### config.mk
export PLATFORM = sky130hd
export DESIGN_NAME = mouse_event_accelerator_unit
export DESIGN_NICKNAME = d
export VERILOG_FILES = /design/src/design/mea_pkg.sv /design/src/design/mea_front.sv /design/src/design/mea_queue.sv /design/src/design/mea_back.sv /design/src/design/mouse_event_accelerator_unit.sv
export SDC_FILE = /design/constraint.sdc
export NUM_CORES = 1
export LEC_CHECK = 0
export ABC_AREA = 1
export BUFFER_PORTS_ARGS = -buffer_cell sky130_fd_sc_hd__buf_2
export CAP_MARGIN = 20
export CORE_ASPECT_RATIO = 1.2
export CORE_MARGIN = 2
export CORE_UTILIZATION = 42
export DETAILED_ROUTE_END_ITERATION = 8
export RECOVER_POWER = 25
export SYNTH_ARGS = -nofsm -noshare
export SYNTH_HDL_FRONTEND = slang
export SYNTH_HIERARCHICAL = 1
export SYNTH_SLANG_ARGS = --single-unit
### constraint.sdc
create_clock -name clk -period 7.96 [get_ports clk]
set_clock_uncertainty 0.2 [all_clocks]
set_input_delay 0.796 -clock clk [delete_from_list [all_inputs] [get_ports clk]]
set_output_delay 0.796 -clock clk [all_outputs]
set_load 0.005 [all_outputs]
### src/design/mea_pkg.sv
`timescale 1ns / 1ps
// mea_pkg: shared types and codes for the mouse event accelerator.
// Used by every module of the block; depends on nothing.
package mea_pkg;

	localparam logic [2:0] EK_LEFT   = 3'd0;
	localparam logic [2:0] EK_MIDDLE = 3'd1;
	localparam logic [2:0] EK_RIGHT  = 3'd2;
	localparam logic [2:0] EK_X_REL  = 3'd3;
	localparam logic [2:0] EK_Y_REL  = 3'd4;
	localparam logic [2:0] EK_X_ABS  = 3'd5;
	localparam logic [2:0] EK_Y_ABS  = 3'd6;

	localparam logic [2:0] RK_PRESS   = 3'd0;
	localparam logic [2:0] RK_RELEASE = 3'd1;
	localparam logic [2:0] RK_MOTION  = 3'd2;
	localparam logic [2:0] RK_ABS_X   = 3'd3;
	localparam logic [2:0] RK_ABS_Y   = 3'd4;
	localparam logic [2:0] RK_ERROR   = 3'd5;

	localparam logic [1:0] CFG_THRESHOLD   = 2'd0;
	localparam logic [1:0] CFG_NUMERATOR   = 2'd1;
	localparam logic [1:0] CFG_DENOMINATOR = 2'd2;

	localparam int THR_W  = 15;
	localparam int RATIO_W = 8;
	localparam int VAL_W  = 16;
	localparam int PROD_W = VAL_W + RATIO_W;
	localparam int SUM_W  = PROD_W + 1;

	typedef struct packed {
		logic [2:0]              event_kind;
		logic signed [VAL_W-1:0] event_value;
	} mea_in_t;

	typedef struct packed {
		logic [2:0]              result_kind;
		logic [1:0]              button_number;
		logic signed [VAL_W-1:0] motion_x;
		logic signed [VAL_W-1:0] motion_y;
		logic signed [VAL_W-1:0] absolute_position;
	} mea_out_t;

	typedef struct packed {
		logic [THR_W-1:0]   threshold;
		logic [RATIO_W-1:0] numerator;
		logic [RATIO_W-1:0] denominator;
	} mea_cfg_t;

	typedef enum logic [2:0] {
		CMD_PRESS,
		CMD_RELEASE,
		CMD_MOT_X,
		CMD_MOT_Y,
		CMD_ABS_X,
		CMD_ABS_Y,
		CMD_ERROR
	} mea_op_t;

	typedef struct packed {
		mea_op_t                 op;
		logic [1:0]              button;
		logic signed [VAL_W-1:0] value;
	} mea_cmd_t;

	typedef enum logic [1:0] {
		BK_IDLE,
		BK_MUL,
		BK_DIV,
		BK_DONE
	} mea_bk_state_t;

endpackage

### src/design/mea_front.sv
`timescale 1ns / 1ps
// mea_front: accepts input beats, tracks the pressed-button mask, drops
// redundant button events and classifies the rest into commands. Uses mea_pkg.
module mea_front (
	input  logic              clk,
	input  logic              arst_n,
	input  logic              in_valid,
	output logic              in_ready,
	input  mea_pkg::mea_in_t  in_data,
	output logic              push,
	output mea_pkg::mea_cmd_t push_data,
	input  logic              q_full
);
	import mea_pkg::*;

	logic [2:0] pressed_q;
	logic [2:0] btn_bit;
	logic       is_btn;
	logic       level;
	logic       accept;
	logic       drop;

	assign in_ready = !q_full;
	assign accept   = in_valid && in_ready;
	assign level    = (in_data.event_value != '0);
	assign is_btn   = in_data.event_kind inside {EK_LEFT, EK_MIDDLE, EK_RIGHT};

	always_comb begin
		btn_bit          = '0;
		drop             = 1'b0;
		push_data.op     = CMD_ERROR;
		push_data.button = '0;
		push_data.value  = in_data.event_value;
		case (in_data.event_kind)
			EK_LEFT, EK_MIDDLE, EK_RIGHT: begin
				btn_bit          = 3'b001 << in_data.event_kind;
				push_data.op     = level ? CMD_PRESS : CMD_RELEASE;
				push_data.button = in_data.event_kind[1:0] + 2'd1;
				drop             = (level == (|(pressed_q & btn_bit)));
			end
			EK_X_REL: push_data.op = CMD_MOT_X;
			EK_Y_REL: push_data.op = CMD_MOT_Y;
			EK_X_ABS: push_data.op = CMD_ABS_X;
			EK_Y_ABS: push_data.op = CMD_ABS_Y;
			default:  push_data.op = CMD_ERROR;
		endcase
	end

	assign push = accept && !drop;

	always_ff @(posedge clk or negedge arst_n) begin
		if (!arst_n) begin
			pressed_q <= '0;
		end else if (accept && is_btn && !drop) begin
			pressed_q <= pressed_q ^ btn_bit;
		end
	end

	a_press_sets: assert property (@(posedge clk) disable iff (!arst_n)
		push && push_data.op == CMD_PRESS
		|=> $countones(pressed_q) == $countones($past(pressed_q)) + 1)
		else $error("press did not set a mask bit");

	a_release_clears: assert property (@(posedge clk) disable iff (!arst_n)
		push && push_data.op == CMD_RELEASE
		|=> $countones(pressed_q) + 1 == $countones($past(pressed_q)))
		else $error("release did not clear a mask bit");

	a_drop_holds: assert property (@(posedge clk) disable iff (!arst_n)
		accept && drop |=> $stable(pressed_q))
		else $error("dropped button event changed the mask");

endmodule

### src/design/mea_queue.sv
`timescale 1ns / 1ps
// mea_queue: two-entry command queue between front and back.
// Uses mea_pkg for the command type.
module mea_queue (
	input  logic              clk,
	input  logic              arst_n,
	input  logic              push,
	input  mea_pkg::mea_cmd_t push_data,
	output logic              full,
	input  logic              pop,
	output logic              pop_valid,
	output mea_pkg::mea_cmd_t pop_data
);
	import mea_pkg::*;

	mea_cmd_t   entry_q [2];
	logic       wr_ptr_q;
	logic       rd_ptr_q;
	logic [1:0] count_q;

	assign full      = (count_q == 2'd2);
	assign pop_valid = (count_q != 2'd0);
	assign pop_data  = entry_q[rd_ptr_q];

	always_ff @(posedge clk) begin
		if (push) begin
			entry_q[wr_ptr_q] <= push_data;
		end
	end

	always_ff @(posedge clk or negedge arst_n) begin
		if (!arst_n) begin
			wr_ptr_q <= 1'b0;
			rd_ptr_q <= 1'b0;
			count_q  <= '0;
		end else begin
			if (push) begin
				wr_ptr_q <= !wr_ptr_q;
			end
			if (pop) begin
				rd_ptr_q <= !rd_ptr_q;
			end
			count_q <= count_q + {1'b0, push} - {1'b0, pop};
		end
	end

	a_count_range: assert property (@(posedge clk) disable iff (!arst_n)
		count_q <= 2'd2)
		else $error("queue count out of range");

	a_no_overflow: assert property (@(posedge clk) disable iff (!arst_n)
		push |-> !full)
		else $error("push into full queue");

	a_no_underflow: assert property (@(posedge clk) disable iff (!arst_n)
		pop |-> pop_valid)
		else $error("pop from empty queue");

endmodule

### src/design/mea_back.sv
`timescale 1ns / 1ps
// mea_back: executes commands: threshold acceleration with a multiply, a
// two-bit-per-cycle divider and saturation; drives the output register. Uses mea_pkg.
module mea_back #(
	parameter int SAT_W = 16
) (
	input  logic              clk,
	input  logic              arst_n,
	input  mea_pkg::mea_cfg_t cfg,
	input  logic              cmd_valid,
	input  mea_pkg::mea_cmd_t cmd,
	output logic              cmd_pop,
	output logic              out_valid,
	input  logic              out_ready,
	output mea_pkg::mea_out_t out_data
);
	import mea_pkg::*;

	localparam logic [SUM_W-1:0] SAT_HI  = SUM_W'((64'd1 << (SAT_W - 1)) - 64'd1);
	localparam logic [SUM_W-1:0] SAT_LIM = SUM_W'(64'd1 << (SAT_W - 1));
	localparam int               DIV_STEPS = PROD_W / 2;
	localparam logic [3:0]       DIV_LAST  = 4'(DIV_STEPS - 1);

	mea_bk_state_t      state_q;
	mea_bk_state_t      state_d;
	logic               out_valid_q;
	mea_out_t           out_q;
	logic               out_free;
	logic               is_motion;
	logic               load_direct;
	logic               load_motion;
	logic               start;

	logic               neg_q;
	logic               y_q;
	logic               accel_q;
	logic [VAL_W-1:0]   mag_q;
	logic [VAL_W-1:0]   diff_q;
	logic [THR_W-1:0]   thr_q;
	logic [RATIO_W-1:0] num_q;
	logic [RATIO_W-1:0] den_q;
	logic [PROD_W-1:0]  div_q;
	logic [RATIO_W-1:0] rem_q;
	logic [3:0]         cnt_q;

	logic [VAL_W-1:0]   cmd_mag;
	logic [PROD_W-1:0]  div_d;
	logic [RATIO_W-1:0] rem_d;
	logic [RATIO_W:0]   part;
	logic [SUM_W-1:0]   r_mag;
	logic [SUM_W-1:0]   r_signed;
	mea_out_t           direct_out;
	mea_out_t           motion_out;

	assign out_free  = !out_valid_q || out_ready;
	assign is_motion = (cmd.op == CMD_MOT_X) || (cmd.op == CMD_MOT_Y);
	assign cmd_mag   = cmd.value[VAL_W-1] ? VAL_W'(-cmd.value) : cmd.value;

	// state and control
	always_comb begin
		state_d = state_q;
		case (state_q)
			BK_IDLE: if (start) state_d = BK_MUL;
			BK_MUL:  state_d = BK_DIV;
			BK_DIV:  if (cnt_q == DIV_LAST) state_d = BK_DONE;
			BK_DONE: if (out_free) state_d = BK_IDLE;
			default: state_d = BK_IDLE;
		endcase
	end

	always_comb begin
		cmd_pop     = 1'b0;
		load_direct = 1'b0;
		load_motion = 1'b0;
		start       = 1'b0;
		case (state_q)
			BK_IDLE: begin
				cmd_pop     = cmd_valid && (is_motion || out_free);
				load_direct = cmd_valid && !is_motion && out_free;
				start       = cmd_valid && is_motion;
			end
			BK_DONE: load_motion = out_free;
			default: cmd_pop = 1'b0;
		endcase
	end

	always_ff @(posedge clk or negedge arst_n) begin
		if (!arst_n) begin
			state_q     <= BK_IDLE;
			out_valid_q <= 1'b0;
		end else begin
			state_q <= state_d;
			if (load_direct || load_motion) begin
				out_valid_q <= 1'b1;
			end else if (out_ready) begin
				out_valid_q <= 1'b0;
			end
		end
	end

	// two restoring division steps per cycle
	always_comb begin
		div_d = div_q;
		rem_d = rem_q;
		part  = '0;
		for (int i = 0; i < 2; i++) begin
			part  = {rem_d, div_d[PROD_W-1]};
			div_d = {div_d[PROD_W-2:0], 1'b0};
			if (part >= {1'b0, den_q}) begin
				part     = part - {1'b0, den_q};
				div_d[0] = 1'b1;
			end
			rem_d = part[RATIO_W-1:0];
		end
	end

	always_ff @(posedge clk) begin
		case (state_q)
			BK_IDLE: begin
				neg_q   <= (cmd.op == CMD_MOT_Y) ? !cmd.value[VAL_W-1] : cmd.value[VAL_W-1];
				y_q     <= (cmd.op == CMD_MOT_Y);
				mag_q   <= cmd_mag;
				accel_q <= (cmd_mag > VAL_W'(cfg.threshold));
				diff_q  <= cmd_mag - VAL_W'(cfg.threshold);
				thr_q   <= cfg.threshold;
				num_q   <= cfg.numerator;
				den_q   <= (cfg.denominator == '0) ? RATIO_W'(1) : cfg.denominator;
			end
			BK_MUL: begin
				div_q <= PROD_W'(diff_q) * PROD_W'(num_q);
				rem_q <= '0;
				cnt_q <= '0;
			end
			BK_DIV: begin
				div_q <= div_d;
				rem_q <= rem_d;
				cnt_q <= cnt_q + 4'd1;
			end
			default: cnt_q <= cnt_q;
		endcase
	end

	// final sum, sign and saturation
	always_comb begin
		r_mag = accel_q ? (SUM_W'(thr_q) + SUM_W'(div_q)) : SUM_W'(mag_q);
		if (!neg_q) begin
			r_signed = (r_mag > SAT_HI) ? SAT_HI : r_mag;
		end else begin
			r_signed = (r_mag > SAT_LIM) ? SUM_W'(-SAT_LIM) : SUM_W'(-r_mag);
		end
		motion_out                   = '0;
		motion_out.result_kind       = RK_MOTION;
		motion_out.motion_x          = y_q ? '0 : r_signed[VAL_W-1:0];
		motion_out.motion_y          = y_q ? r_signed[VAL_W-1:0] : '0;
	end

	always_comb begin
		direct_out = '0;
		case (cmd.op)
			CMD_PRESS: begin
				direct_out.result_kind   = RK_PRESS;
				direct_out.button_number = cmd.button;
			end
			CMD_RELEASE: begin
				direct_out.result_kind   = RK_RELEASE;
				direct_out.button_number = cmd.button;
			end
			CMD_ABS_X: begin
				direct_out.result_kind       = RK_ABS_X;
				direct_out.absolute_position = cmd.value;
			end
			CMD_ABS_Y: begin
				direct_out.result_kind       = RK_ABS_Y;
				direct_out.absolute_position = cmd.value;
			end
			default: direct_out.result_kind = RK_ERROR;
		endcase
	end

	always_ff @(posedge clk) begin
		if (load_direct) begin
			out_q <= direct_out;
		end else if (load_motion) begin
			out_q <= motion_out;
		end
	end

	assign out_valid = out_valid_q;
	assign out_data  = out_q;

	a_load_free: assert property (@(posedge clk) disable iff (!arst_n)
		(load_direct || load_motion) |-> out_free)
		else $error("output register overwritten");

	a_div_count: assert property (@(posedge clk) disable iff (!arst_n)
		state_q == BK_DIV |-> cnt_q <= DIV_LAST)
		else $error("divider ran past its last step");

	a_no_pop_busy: assert property (@(posedge clk) disable iff (!arst_n)
		state_q != BK_IDLE |-> !cmd_pop)
		else $error("command popped while busy");

endmodule

### src/design/mouse_event_accelerator_unit.sv
`timescale 1ns / 1ps
// mouse_event_accelerator_unit: top level; configuration registers, front,
// command queue and back. Uses mea_pkg, mea_front, mea_queue, mea_back.
//
//   channel  signals                          direction  payload
//   input    in_valid / in_ready / in_data    in         mea_in_t
//   output   out_valid / out_ready / out_data out        mea_out_t
//   config   cfg_valid / cfg_ready            in         cfg_index, cfg_data
//
// Button, absolute and error events go from the head of the queue into the
// output register once it is free. A relative event passes one capture, one
// 16x8 multiply, a 2-bit-per-cycle divider and one saturate; the back takes
// no new command until its result is loaded. The front accepts while the
// two-entry queue has room. Reset clears the button mask and loads threshold
// 4, numerator 2, denominator 1. Config writes are always accepted.
module mouse_event_accelerator_unit #(
	parameter int DELTA_WIDTH = 16
) (
	input  logic              clk,
	input  logic              arst_n,
	input  logic              in_valid,
	output logic              in_ready,
	input  mea_pkg::mea_in_t  in_data,
	output logic              out_valid,
	input  logic              out_ready,
	output mea_pkg::mea_out_t out_data,
	input  logic              cfg_valid,
	output logic              cfg_ready,
	input  logic [1:0]        cfg_index,
	input  logic [15:0]       cfg_data
);
	import mea_pkg::*;

	localparam int SAT_W = (DELTA_WIDTH > VAL_W) ? VAL_W : ((DELTA_WIDTH < 2) ? 2 : DELTA_WIDTH);

	mea_cfg_t cfg_q;
	mea_cmd_t push_data;
	mea_cmd_t pop_data;
	logic     push;
	logic     q_full;
	logic     pop;
	logic     pop_valid;

	assign cfg_ready = 1'b1;

	always_ff @(posedge clk or negedge arst_n) begin
		if (!arst_n) begin
			cfg_q.threshold   <= THR_W'(4);
			cfg_q.numerator   <= RATIO_W'(2);
			cfg_q.denominator <= RATIO_W'(1);
		end else if (cfg_valid && cfg_ready) begin
			case (cfg_index)
				CFG_THRESHOLD:   cfg_q.threshold   <= cfg_data[THR_W-1:0];
				CFG_NUMERATOR:   cfg_q.numerator   <= cfg_data[RATIO_W-1:0];
				CFG_DENOMINATOR: cfg_q.denominator <= cfg_data[RATIO_W-1:0];
				default:         cfg_q <= cfg_q;
			endcase
		end
	end

	mea_front u_front (
		.clk       (clk),
		.arst_n    (arst_n),
		.in_valid  (in_valid),
		.in_ready  (in_ready),
		.in_data   (in_data),
		.push      (push),
		.push_data (push_data),
		.q_full    (q_full)
	);

	mea_queue u_queue (
		.clk       (clk),
		.arst_n    (arst_n),
		.push      (push),
		.push_data (push_data),
		.full      (q_full),
		.pop       (pop),
		.pop_valid (pop_valid),
		.pop_data  (pop_data)
	);

	mea_back #(
		.SAT_W (SAT_W)
	) u_back (
		.clk       (clk),
		.arst_n    (arst_n),
		.cfg       (cfg_q),
		.cmd_valid (pop_valid),
		.cmd       (pop_data),
		.cmd_pop   (pop),
		.out_valid (out_valid),
		.out_ready (out_ready),
		.out_data  (out_data)
	);

endmodule

# [After elaboration in Yosys (flattened, before gate mapping)]
# Memories as Yosys holds them, arrays and structs flattened.
# Cells that the tools add are included.
# W data, S select, Z words.
[word_totals] n_memories=1 output_inout_bits=56 ram_bits=42 in_bits=42 elab_cells=142 reg_bits=196
[op_classes] n_shift=1 bitwise_logic=2 n_eq_ne=22 mul=1 reduce_logical=38 muxes=37 n_lt_le_gt_ge=5 add_sub_neg=10
[memory_table] name="u_queue.entry_q" words=2 width=21 read_ports=1 rd_ports_with_merged_regs=0 write_ports=1 line_no="mea_queue.sv:16" text="mea_cmd_t entry_q [2];"
[op_table] op="$mux W16" count=7
[op_table] op="$mux W53" count=2
[op_table] op="$pmux W24 S2" count=1
[op_table] op="$neg A16 Y16" count=2
[op_table] op="$add A15 B24 Y25" count=1
[op_table] op="$gt A25 B15 Y1 const B" count=1
[op_table] op="$gt A25 B16 Y1 const B" count=1
[op_table] op="$mux W25" count=1
[op_table] op="$mul A16 B8 Y24" count=1
[op_table] op="$ge A9 B8 Y1" count=2
[op_table] op="$gt A16 B15 Y1" count=1
[op_table] op="$mux W8" count=2
[op_table] op="$pmux W8 S2" count=1
[op_table] op="$reduce_bool A16 Y1" count=1
[op_table] op="$sub A16 B15 Y16" count=1
[op_table] op="$sub A8 B8 Y8" count=2
[op_table] op="$eq A3 B3 Y1 const B" count=5
[op_table] op="$pmux W3 S5" count=1
[op_table] op="$mux W1" count=13
[op_table] op="$eq A3 B2 Y1 const B" count=4
[op_table] op="$pmux W3 S4" count=1
[op_table] op="$mux W2" count=5
[op_table] op="$eq A2 B2 Y1 const B" count=4
[op_table] op="$logic_and A1 B1 Y1" count=8
[op_table] op="other kinds (26)" count=48

# [Longest topological paths before layout]
# Gate-level depths: netlist of run 1.
[depth] ltp_word=9 depth_mapped=27 depth_no_buf=25

# [Cells and area by module]
# Netlist of run 1, hierarchy kept.
[by_module_without_submodules] module="mea_back" cells_each=1905 seq_area_each_um2=4409.2 n_inst=1 area_each_um2=14291.2
[by_module_without_submodules] module="mea_queue" cells_each=135 seq_area_each_um2=1361.3 n_inst=1 area_each_um2=1883.1
[by_module_without_submodules] module="mouse_event_accelerator_unit" cells_each=140 seq_area_each_um2=779.5 n_inst=1 area_each_um2=1327.5
[by_module_without_submodules] module="mea_front" cells_each=91 seq_area_each_um2=75.1 n_inst=1 area_each_um2=619.3

# [Worst setup path after synthesis of run 1]
# OpenSTA, ideal clock, no wires.
[synth_timing] path_kind="register to register" startpoint="register u_back.num_q[7]" endpoint="register u_back.div_q[18], data pin" n_path_buf=2 stages_incl_launch_ff=22 setup_ns=0.267 arrival_ns=4.729 period_less_slack_ns=5.196 required_time_ns=7.493 slack_ns=2.764 cell_sequence="edfxtp_1 -> clkbuf_1 -> clkbuf_1 -> nand2_1 -> fa_1 -> fa_1 -> inv_1 -> fa_1 -> inv_1 -> fa_1 -> inv_1 -> ha_1 -> nand2_1 -> o21ai_0 -> a21oi_1 -> o21ai_0 -> a21oi_1 -> o21ai_0 -> inv_1 -> o21bai_1 -> xnor2_1 -> o21ai_0"
[synth_via] elab_chain_len=2
[synth_lines] element="start: declaration" line_no="mea_back.sv:40" text="logic [RATIO_W-1:0] num_q;"
[synth_lines] element="start signal: assignment" line_no="mea_back.sv:126" text="num_q <= cfg.numerator;"
[synth_lines] element="$mul A16 B8 Y24" line_no="mea_back.sv:130" text="div_q <= PROD_W'(diff_q) * PROD_W'(num_q);"
[synth_lines] element="$pmux W24 S2" line_no="mea_back.sv:118" text="case (state_q)"
[synth_lines] element="end signal: assignment" line_no="mea_back.sv:130"
[synth_lines] element="end signal: assignment" line_no="mea_back.sv:135" text="div_q <= div_d;"
[synth_lines] element="end: declaration" line_no="mea_back.sv:42" text="logic [PROD_W-1:0] div_q;"
# Every way passes these cells.
# A chain may end at the register's enable or synchronous reset.

# [Worst setup path after layout of run 1]
[layout_timing] startpoint="register u_back.num_q[3]" endpoint="register u_back.div_q[21], data pin"
# The elaborated chain is that of the path after synthesis.

==> impl_results.md, run 1 <==
* Via count at 14,159
* Unrepaired setup endpoints after global routing: false
* Setup crit end kind: register
* Max Freq at 177 MHz
* CP max stage cell: edfxtp_1
* DRT Pass-1 Iters at 5
* Worst Hold Class: register to register
* Final setup margin at between 2 and 2.5 ns
* Routed vias/inst at 4.92
* Largest net degree at the start of global routing at 69
* M1 WL at 19,300 um
* Commonest non-fill, non-tap cell in the layout: nand2_1
* Slowest stage delay, CP at 0.81 ns
* Worst reg2reg startpoint: u_back/num_q[3]
* Most frequent CP cell: inv_1
* GRT Util Overall at 20.2%
* Core Rows at 83
* Worst Reg-to-Reg Cells at 20
* R2r endpoint: u_back/div_q[21]
* Synth Area per Inst at 7.98 um2
* Gr ovfl total at 0
* Port bufs at 95
* Setup violators final at 0
* Worst hold slack at ~0.25 ns
* Placer Congestion at 0.897
* Clk sinks at 238
* ANT nets after route at 0
* Final HPWL DP at 35,500 um
* Compound-gate portion of the synthesized area at 6.47%
* Number of max-cap violations at 2
* Critical Path Source Type: register
* Max Buffers Root-to-Sink at 3
* Failing checks: max-capacitance violations, max-slew violations
* Layout cell share with drive strength beyond 1 at 9.94%
* Flops & latches, synth at 238
* CTS tree: built
* 1st-iter DRT viols at 814
* Clock root cell: clkbuf_16
* Ys async rst share at 17.2%
* Number of gates resized after CTS at 0
* Sum of negative setup slack at 0 ns
* Largest family of logic cells by synthesized area: simple AND/OR/NAND/NOR gates
* Global-route wire length before repair at 72,700 um
* Die Ht at 232 um
* Cells after Synth at 2,271
* Final hold vios at 0
* Worst-Margin Slew at 2.01 ns
* Max_slew headroom at -34.1%
* Critical Path RT at slightly above 8 ns
* Synth Area in XOR/XNOR at 2.46%
* Layout Area Growth over Synthesis at 8.22%
* Period minus WS final at 5.66 ns
* CP arrival at 5.76 ns
* Met3 Routed Length at 1760 um
* Number of enable flip-flop cells after synthesis at 165
* Synth Area in Adders at 17.0%
* IO Count at 98
* Reg-to-reg slack, setup at 2.30 ns
* Routed wl met2 at 22,100 um
* Antenna violations before repair at 0
* Vias in the first global route at approximately 14,000
* Distinct cell type count after synthesis at 55
* Post-layout util at around 46%
* Register area share after synthesis at 36.6%
* Synth Area in Simple Gates at between 20 and 30%
* Top layer in use: met4
* Synth Warn # at 6
* Mux share of post-synthesis cell area at 0%
* Die X at 194 um
* Initial Util at 42.5%
* H-tree depth at 1
* Die area at 44,800 um2
* WHS Endpoint: u_back/out_data[27]
* WHS Path Cells at 2
* Final Max Tran Viols at 36
* CP Max Fanout at 16
* Number of antenna repair diodes at 0
* Post-Place Worst Slack at about 2.3 ns
* Clk slew on worst S/H paths at around 0.060 ns
* Net count after synthesis at 2,507
* Hold path startpoint: u_back/out_data[27]
* Drt total wl at roughly 45,000 um
* Status: finished with violations
* Wire per inst at around 15 um
* DRC Markers at 0
* Worst-Skew Late Latency at 0.55 ns
* Period utilisation layout at 71.1%
* Core area at about 43,000 um2
* Commonest register cell after synthesis: edfxtp_1
* Crit-path cells: nand2_1, inv_1, fa_1, fa_1, fa_1, inv_1, fa_1, inv_1, ha_1, a21oi_1, inv_1, a31oi_1, o221ai_1, a21oi_1, inv_1, a21oi_1, o21ai_0, or2_2, nand3_1, nand2_1
* Post-Syn Area at 18,100 um2
* Commonest cells after routing, fill and taps aside: 629 x nand2_1, 437 x inv_1, 165 x edfxtp_1
* Fin nets at 2,541
* Crit Path Category: register to register
* TritonCTS Buffers at 25
[cell families after synthesis]
kind of cell,Yosys count
compound gates,205
xor+xnor,51
fa+ha+maj,194
buf+inv,543
flops,238
other cells,1
simple gates,1039
[cell type report]
cell class	instances	area, um2
clock buffer	38	767
clock inverter	8	98.8
fill	4161	23100
inverter	448	1680
multi-input combinational	1490	9250
sequential	238	6630
tap	552	691
timing repair buffer	102	502
[repair_timing]
item,4_1_cts,5_1_grt
buffers inserted,0,0
endpoints found under the hold margin,0,6
hold buffers,0,1
[registers in the layout, indices dropped and copies added, names as in the netlist, 2 cells and up]
name               flops
u_back/mag_q          16
u_back/out_data       53
u_back/rem_q           8
u_queue/entry_q       42
u_back/den_q           8
u_back/diff_q         16
u_back/state_q         2
u_back/cnt_q           4
u_back/div_q          24
u_back/num_q           8
cfg_q                 31
u_queue/count_q        2
u_front/pressed_q      3
u_back/thr_q          15
[worst max path at each step]
stage,startpoint,endpoint,depth (start not counted)
final,u_back/num_q[3],u_back/div_q[21],20
after global routing,u_back/den_q[2],u_back/rem_q[2],23
after CTS,u_back/num_q[6],u_back/div_q[21],20
after detailed placement,u_back/num_q[3],u_back/div_q[21],20
after global placement,u_back/num_q[7],u_back/div_q[18],19
after floorplan,u_back/num_q[7],u_back/div_q[18],21
[stage by stage]
| stage | instance area, um2 | instances |
|---|---|---|
| after CTS | 19700 | 2874 |
| after global placement | 18800 | 2828 |
| after detailed placement | 18800 | 2828 |
| after floorplan | 18100 | 2271 |
| final | 19600 | 2876 |
| after global routing | 19600 | 2876 |
[metal layers]
metal	vias up	GRT usage (%)
met5	-	0
met4	0	7.20
met3	78	1.79
met2	304	36.7
met1	6613	24.9
li1	7164	-
[Yosys cell counts (6+ instances only)]
cell type,count,share of area (%)
nand2_1,629,13
inv_1,437,9.1
edfxtp_1,165,27
nand3_1,141,3.9
nor2_1,119,2.5
ha_1,106,7.3
fa_1,88,9.7
a21oi_1,79,2.2
o21ai_0,74,2.0
clkbuf_1,54,1.1
xor2_1,43,2.1
dfrtp_1,38,5.2
nand4_1,33,1.1
dfxtp_1,32,3.5
nand2_2,28,0.97
nor3_1,25,0.69
buf_4,21,0.87
o21ai_2,20,0.97
or2_2,19,0.66
nand3_2,12,0.66
nor2_2,11,0.38
xnor2_1,8,0.39
buf_6,7,0.44
inv_2,7,0.15
o21ai_1,7,0.19
buf_2,6,0.17
[worst max-delay path, delay by kind of cell, from the launching register on]
family,cells,cell delay [ns]
buf+inv,5,0.36
flops,1,0.81
fa+ha+maj,5,2.38
compound gates,6,1.09
simple gates,4,0.57
Power of run 1 is not shown: default switching activity piles up to over one toggle a cycle in this logic, so the estimate is an artifact.
==> run 2: changes to the inputs <==
==> constraint.sdc (replaced) <==
create_clock -name clk -period 4.6 [get_ports clk]
set_clock_uncertainty 0.2 [all_clocks]
set_input_delay 0.46 -clock clk [delete_from_list [all_inputs] [get_ports clk]]
set_output_delay 0.46 -clock clk [all_outputs]
set_load 0.005 [all_outputs]
==> impl_results.md, run 2 (synthesis results as in run 1) <==
* Clock root cell: clkbuf_16
* Sum of negative setup slack at -3.37 ns (-3.37 ns)
* Gr ovfl total at 0 (unchanged)
* CP Max Fanout at 5 (-11)
* Wire per inst at 15.3 um (-1.1%)
* Final setup margin at -0.336 ns (-2.64 ns)
* Worst-Margin Slew at 2.36 ns (+0.353 ns)
* CTS tree: built
* Initial Util at 42.5% (unchanged)
* Final Max Tran Viols at 77 (+110%)
* GRT Util Overall at 20.7% (+0.54 points)
* Critical Path RT at 4.70 ns (-3.36 ns)
* Worst-Skew Late Latency at 0.55 ns (about the same)
* DRC Markers at 0 (unchanged)
* Worst hold slack at 0.0458 ns (-0.205 ns)
* DRT Pass-1 Iters at 5 (unchanged)
* Final HPWL DP at 36,300 um (+2.2%)
* Number of antenna repair diodes at 0 (unchanged)
* Setup crit end kind: register
* Placer Congestion at 0.881 (-1.8%)
* Port bufs at 95 (unchanged)
* Core area at 42,700 um2 (unchanged)
* Max Freq at 203 MHz (+15%)
* Layout cell share with drive strength beyond 1 at 19.1% (+9.1 points)
* Setup violators final at 14 (+14)
* Max_slew headroom at -57.6% (-24 points)
* WHS Path Cells at 3 (+1)
* Layout Area Growth over Synthesis at 18.4%
* Crit Path Category: register to register
* Unrepaired setup endpoints after global routing: true
* ANT nets after route at 0 (unchanged)
* Period utilisation layout at 107% (+36 points)
* Placed insts at 2,923 (+3.4%)
* Reg-to-reg slack, setup at -0.34 ns (-2.64 ns)
* H-tree depth at 1 (unchanged)
* Antenna violations before repair at 0 (unchanged)
* Commonest non-fill, non-tap cell in the layout: nand2_1
* Clk sinks at 238 (unchanged)
* IO Count at 98 (unchanged)
* Routed vias/inst at 4.93 (about the same)
* Worst Hold Class: primary input to register
* Core Rows at 83 (unchanged)
* Post-Layout Cell Count at 3,029 (+5.3%)
* Worst Reg-to-Reg Cells at 21 (+5.0%)
* Via count at 14,926 (+5.4%)
* Status: finished with violations
* Die Ht at 232 um (unchanged)
* Fin nets at 2,695 (+6.1%)
* Number of max-cap violations at 2 (unchanged)
* Clk slew on worst S/H paths at 0.07 ns (about the same)
* CP arrival at 5.03 ns (-0.73 ns)
* TritonCTS Buffers at 24 (-4.0%)
* # fillers at 4,016 (-3.5%)
* Period minus WS final at 4.94 ns (-0.722 ns)
* Final hold vios at 0 (unchanged)
* Global-route wire length before repair at 75,300 um (+3.5%)
* 1st-iter DRT viols at 833 (+2.3%)
* Commonest cells after routing, fill and taps aside: 605 x nand2_1, 415 x inv_1, 165 x edfxtp_1
* Vias in the first global route at 15,121 (+5.1%)
* Critical Path Source Type: register
* Die area at 44,800 um2 (unchanged)
* Largest net degree at the start of global routing at 69 (unchanged)
* Drt total wl at 46,400 um (+4.2%)
* Die X at 194 um (unchanged)
* Post-layout util at 50.3% (+4.3 points)
* Max Buffers Root-to-Sink at 3 (unchanged)
* Max FFs per register at 53 (unchanged)
* Failing checks: max-capacitance violations, max-slew violations, negative setup slack
==> run 2: changes by cell type in the layout (fill, tap and decap cells not counted), moves of 21 or more <==
cell           previous run  this run
inv_1                   437       415
inv_2                     7        29
a21oi_1                  79        58
buf_4                     5       115
o21ai_0                  74        52
nand2_1                 629       605
dlygate4sd3_1             1        32
==> run 2: through the flow <==
| stage | setup WS, ns | instance area (um2) |
|---|---|---|
| 6_report | -0.336 | 21400 |
| 3_3_place_gp | -0.331 | 19700 |
| 3_5_place_dp | -0.370 | 19700 |
| 4_1_cts | -0.295 | 21100 |
| 2_1_floorplan | -0.0699 | 18400 |
| 5_1_grt | -0.588 | 21400 |
==> run 2: cell type report <==
| class | count | area, um2 | share of cell area (%) |
|---|---|---|---|
| Timing Repair Buffer | 257 | 1820 | 8.49 |
| Tap cell | 552 | 691 | 3.22 |
| Sequential cell | 238 | 6630 | 30.9 |
| Clock buffer | 33 | 698 | 3.26 |
| Inverter | 448 | 1680 | 7.84 |
| Clock inverter | 11 | 128 | 0.595 |
| Multi-Input combinational cell | 1490 | 9800 | 45.7 |
==> run 2: worst max-delay path: stages, from the launching register on <==
cell	delay [ns]
edfxtp_1	0.51
buf_6	0.18
nand2_2	0.06
inv_2	0.04
fa_1	0.57
fa_1	0.45
fa_1	0.50
inv_1	0.05
fa_1	0.49
inv_2	0.05
ha_4	0.23
a21oi_4	0.16
inv_1	0.06
a31oi_1	0.18
o221ai_2	0.17
a21oi_2	0.14
inv_2	0.06
a21oi_4	0.17
o21ai_2	0.07
or2_4	0.23
nand3_2	0.06
nand2_1	0.05
==> run 2: repair_timing <==
action	in CTS	in global routing
pin swaps	35	62
resized for setup	49	84
setup buffers	8	20
hold buffers	32	0
endpoints found under the setup margin	23	25
hold endpoints to repair	98	0
cloned	1	2
==> run 2: worst paths after layout <==
check | startpoint | endpoint
worst min-delay path | cfg_index[1] | cfg_q[0]
min in group asynchronous | arst_n | u_back/out_valid
worst max-delay path | u_back/diff_q[5] | u_back/div_q[21]
max in group asynchronous | arst_n | u_queue/rd_ptr_q
worst max register to register | u_back/diff_q[5] | u_back/div_q[21]
worst min register to register | u_back/out_data[34] | u_back/out_data[34]
==> run 2: layer usage <==
metal / vias to the layer above / wire [um] / share of wire (%) / track usage [%]
met5: - / 0 / 0 / 0
met4: 0 / 1620 / 3.5 / 7.32
met3: 92 / 1470 / 3.2 / 1.89
met2: 294 / 24300 / 52 / 39.5
met1: 7074 / 19100 / 41 / 24.0
li1: 7466 / - / - / -
Power of run 2 is left out for the same reason.
==> run 3: changes to the inputs <==
--- a/config.mk
+++ b/config.mk
@@ -6,12 +6,13 @@
 export NUM_CORES = 1
 export LEC_CHECK = 0
 export ABC_AREA = 1
-export BUFFER_PORTS_ARGS = -buffer_cell sky130_fd_sc_hd__buf_2
 export CAP_MARGIN = 20
 export CORE_ASPECT_RATIO = 1.2
 export CORE_MARGIN = 2
 export CORE_UTILIZATION = 42
+export CTS_BUF_LIST = sky130_fd_sc_hd__clkbuf_8 sky130_fd_sc_hd__clkbuf_16
 export DETAILED_ROUTE_END_ITERATION = 8
+export DONT_BUFFER_PORTS = 1
 export RECOVER_POWER = 25
 export SYNTH_ARGS = -nofsm -noshare
 export SYNTH_HDL_FRONTEND = slang
==> impl_results.md, run 3 (synthesis results as in run 1) <==
* Failing checks: max-capacitance violations, max-slew violations, negative setup slack
* Antenna violations before repair at 0 (unchanged)
* Max_slew headroom at -70.6% (-13 points)
* Worst-Margin Slew at 2.56 ns (+0.194 ns)
* Port bufs at 0 (-100%)
* Max Freq at 204 MHz (+0.84%)
* Final HPWL DP at 36,000 um (-0.79%)
* Die area at 44,800 um2 (unchanged)
* CP Max Fanout at 3 (-2)
* R2r endpoint: u_back/div_q[17]
* TritonCTS Buffers at 23 (-4.2%)
* Placer Congestion at 0.905 (+2.7%)
* Vias in the first global route at 15,134 (+0.086%)
* # fillers at 4,028 (+0.30%)
* Unrepaired setup endpoints after global routing: true
* Worst hold slack at 0.0298 ns (-0.0161 ns)
* Worst Hold Class: primary input to register
* Die X at 194 um (unchanged)
* 1st-iter DRT viols at 733 (-12%)
* Crit. Startpoint: u_back/num_q[7]
* WHS Endpoint: u_queue/entry_q[1][18]
* Die Ht at 232 um (unchanged)
* Critical Path Source Type: register
* Hold path startpoint: in_data[18]
* Period minus WS final at 4.90 ns (-0.0410 ns)
* Status: finished with violations
* Layout Area Growth over Synthesis at 15.8%
* WHS Path Cells at 2 (-1)
* Commonest cells after routing, fill and taps aside: 618 x nand2_1, 418 x inv_1, 165 x edfxtp_1
* Post-layout util at 49.2% (-1.1 points)
* Number of max-cap violations at 1 (-1)
* DRT Pass-1 Iters at 6 (+1)
* Final hold vios at 0 (unchanged)
* GRT Util Overall at 20.9% (+0.17 points)
* Max FFs per register at 53 (unchanged)
* Max Buffers Root-to-Sink at 3 (unchanged)
* Critical Path RT at 4.67 ns (-0.03 ns)
* DRC Markers at 0 (unchanged)
* Worst Reg-to-Reg Cells at 22 (+4.8%)
* Gr ovfl total at 0 (unchanged)
* Commonest non-fill, non-tap cell in the layout: nand2_1
* Routed vias/inst at 4.97 (+0.80%)
* Fin nets at 2,599 (-3.6%)
* Setup crit end kind: register
* Wire per inst at 15.7 um (+2.4%)
* H-tree depth at 1 (unchanged)
* Clk slew on worst S/H paths at 0.07 ns (about the same)
* Core Rows at 83 (unchanged)
* Clk sinks at 238 (unchanged)
* Drt total wl at 46,000 um (-0.89%)
* Number of antenna repair diodes at 0 (unchanged)
* IO Count at 98 (unchanged)
* Clock root cell: clkbuf_16
* Worst-Skew Late Latency at 0.54 ns (about the same)
* ANT nets after route at 0 (unchanged)
* Global-route wire length before repair at 75,600 um (+0.37%)
* Worst reg2reg startpoint: u_back/num_q[7]
* Layout cell share with drive strength beyond 1 at 15.0% (-4.1 points)
* Core area at 42,700 um2 (unchanged)
* Largest net degree at the start of global routing at 69 (unchanged)
* Setup violators final at 14 (unchanged)
* Initial Util at 42.5% (unchanged)
* Final Max Tran Viols at 42 (-45%)
* Crit Path Category: register to register
* Via count at 14,564 (-2.4%)
* Reg-to-reg slack, setup at -0.30 ns (+0.04 ns)
* CP arrival at 4.96 ns (-0.07 ns)
* Final setup margin at -0.295 ns (+0.0410 ns)
* Period utilisation layout at 106% (-0.89 points)
* CTS tree: built
==> run 3: repair_timing <==
item,4_1_cts,5_1_grt
endpoints found under the hold margin,110,0
pin swaps,19,38
setup buffers,7,11
setup endpoints to repair,20,23
gates resized for setup,41,46
hold buffers,50,0
cloned,1,0
==> run 3: critical path, cell delays in order (launching register included) <==
cell and delay [ns]:
edfxtp_1 0.44, buf_4 0.17, nand2_1 0.07, fa_1 0.45, fa_1 0.52, inv_1 0.06
fa_1 0.53, inv_1 0.05, fa_1 0.50, inv_2 0.05, ha_4 0.22, buf_4 0.14
nand2_1 0.07, inv_1 0.05, a21oi_2 0.17, o21ai_2 0.10, a21oi_2 0.19, inv_1 0.06
nand2_1 0.05, nand2_1 0.05, or2_2 0.27, nand3_1 0.10, o21ai_1 0.10
==> run 3: area by class of cell <==
cell class | instances | area (um2) | share of cell area, %
Clock buffer | 26 | 617 | 2.94
Multi-Input combinational cell | 1490 | 9730 | 46.4
Inverter | 448 | 1680 | 8.01
Clock inverter | 16 | 188 | 0.894
Sequential cell | 238 | 6630 | 31.6
Timing Repair Buffer | 162 | 1460 | 6.95
Tap cell | 552 | 691 | 3.29
==> run 3: metrics by stage <==
step	area, um2	worst slack [ns]	instances	TNS [ns]
detailed placement	19200	-0.464	2821	-4.03
global placement	19200	-0.390	2821	-3.50
floorplan	18400	-0.0699	2271	-0.160
finish	21000	-0.295	2932	-2.88
global route	21000	-0.507	2932	-5.89
CTS	20800	-0.308	2921	-2.98
==> run 3: how the worst max path moves through the flow <==
stage | end | slack [ns] | cells after the start
2_1_floorplan | u_back/div_q[21] | -0.07 | 21
3_3_place_gp | u_back/div_q[21] | -0.39 | 21
3_5_place_dp | u_back/div_q[21] | -0.46 | 19
4_1_cts | u_back/div_q[22] | -0.31 | 22
5_1_grt | u_back/div_q[22] | -0.51 | 24
6_report | u_back/div_q[17] | -0.30 | 22
==> run 3: per-layer routing <==
metal	global-route usage, %	routed length (um)	vias to the layer above
met5	0	0	-
met4	8.28	1900	0
met3	2.07	1810	82
met2	40.2	24100	343
met1	23.5	18200	6866
li1	-	-	7273
Power of run 3 is left out for the same reason.
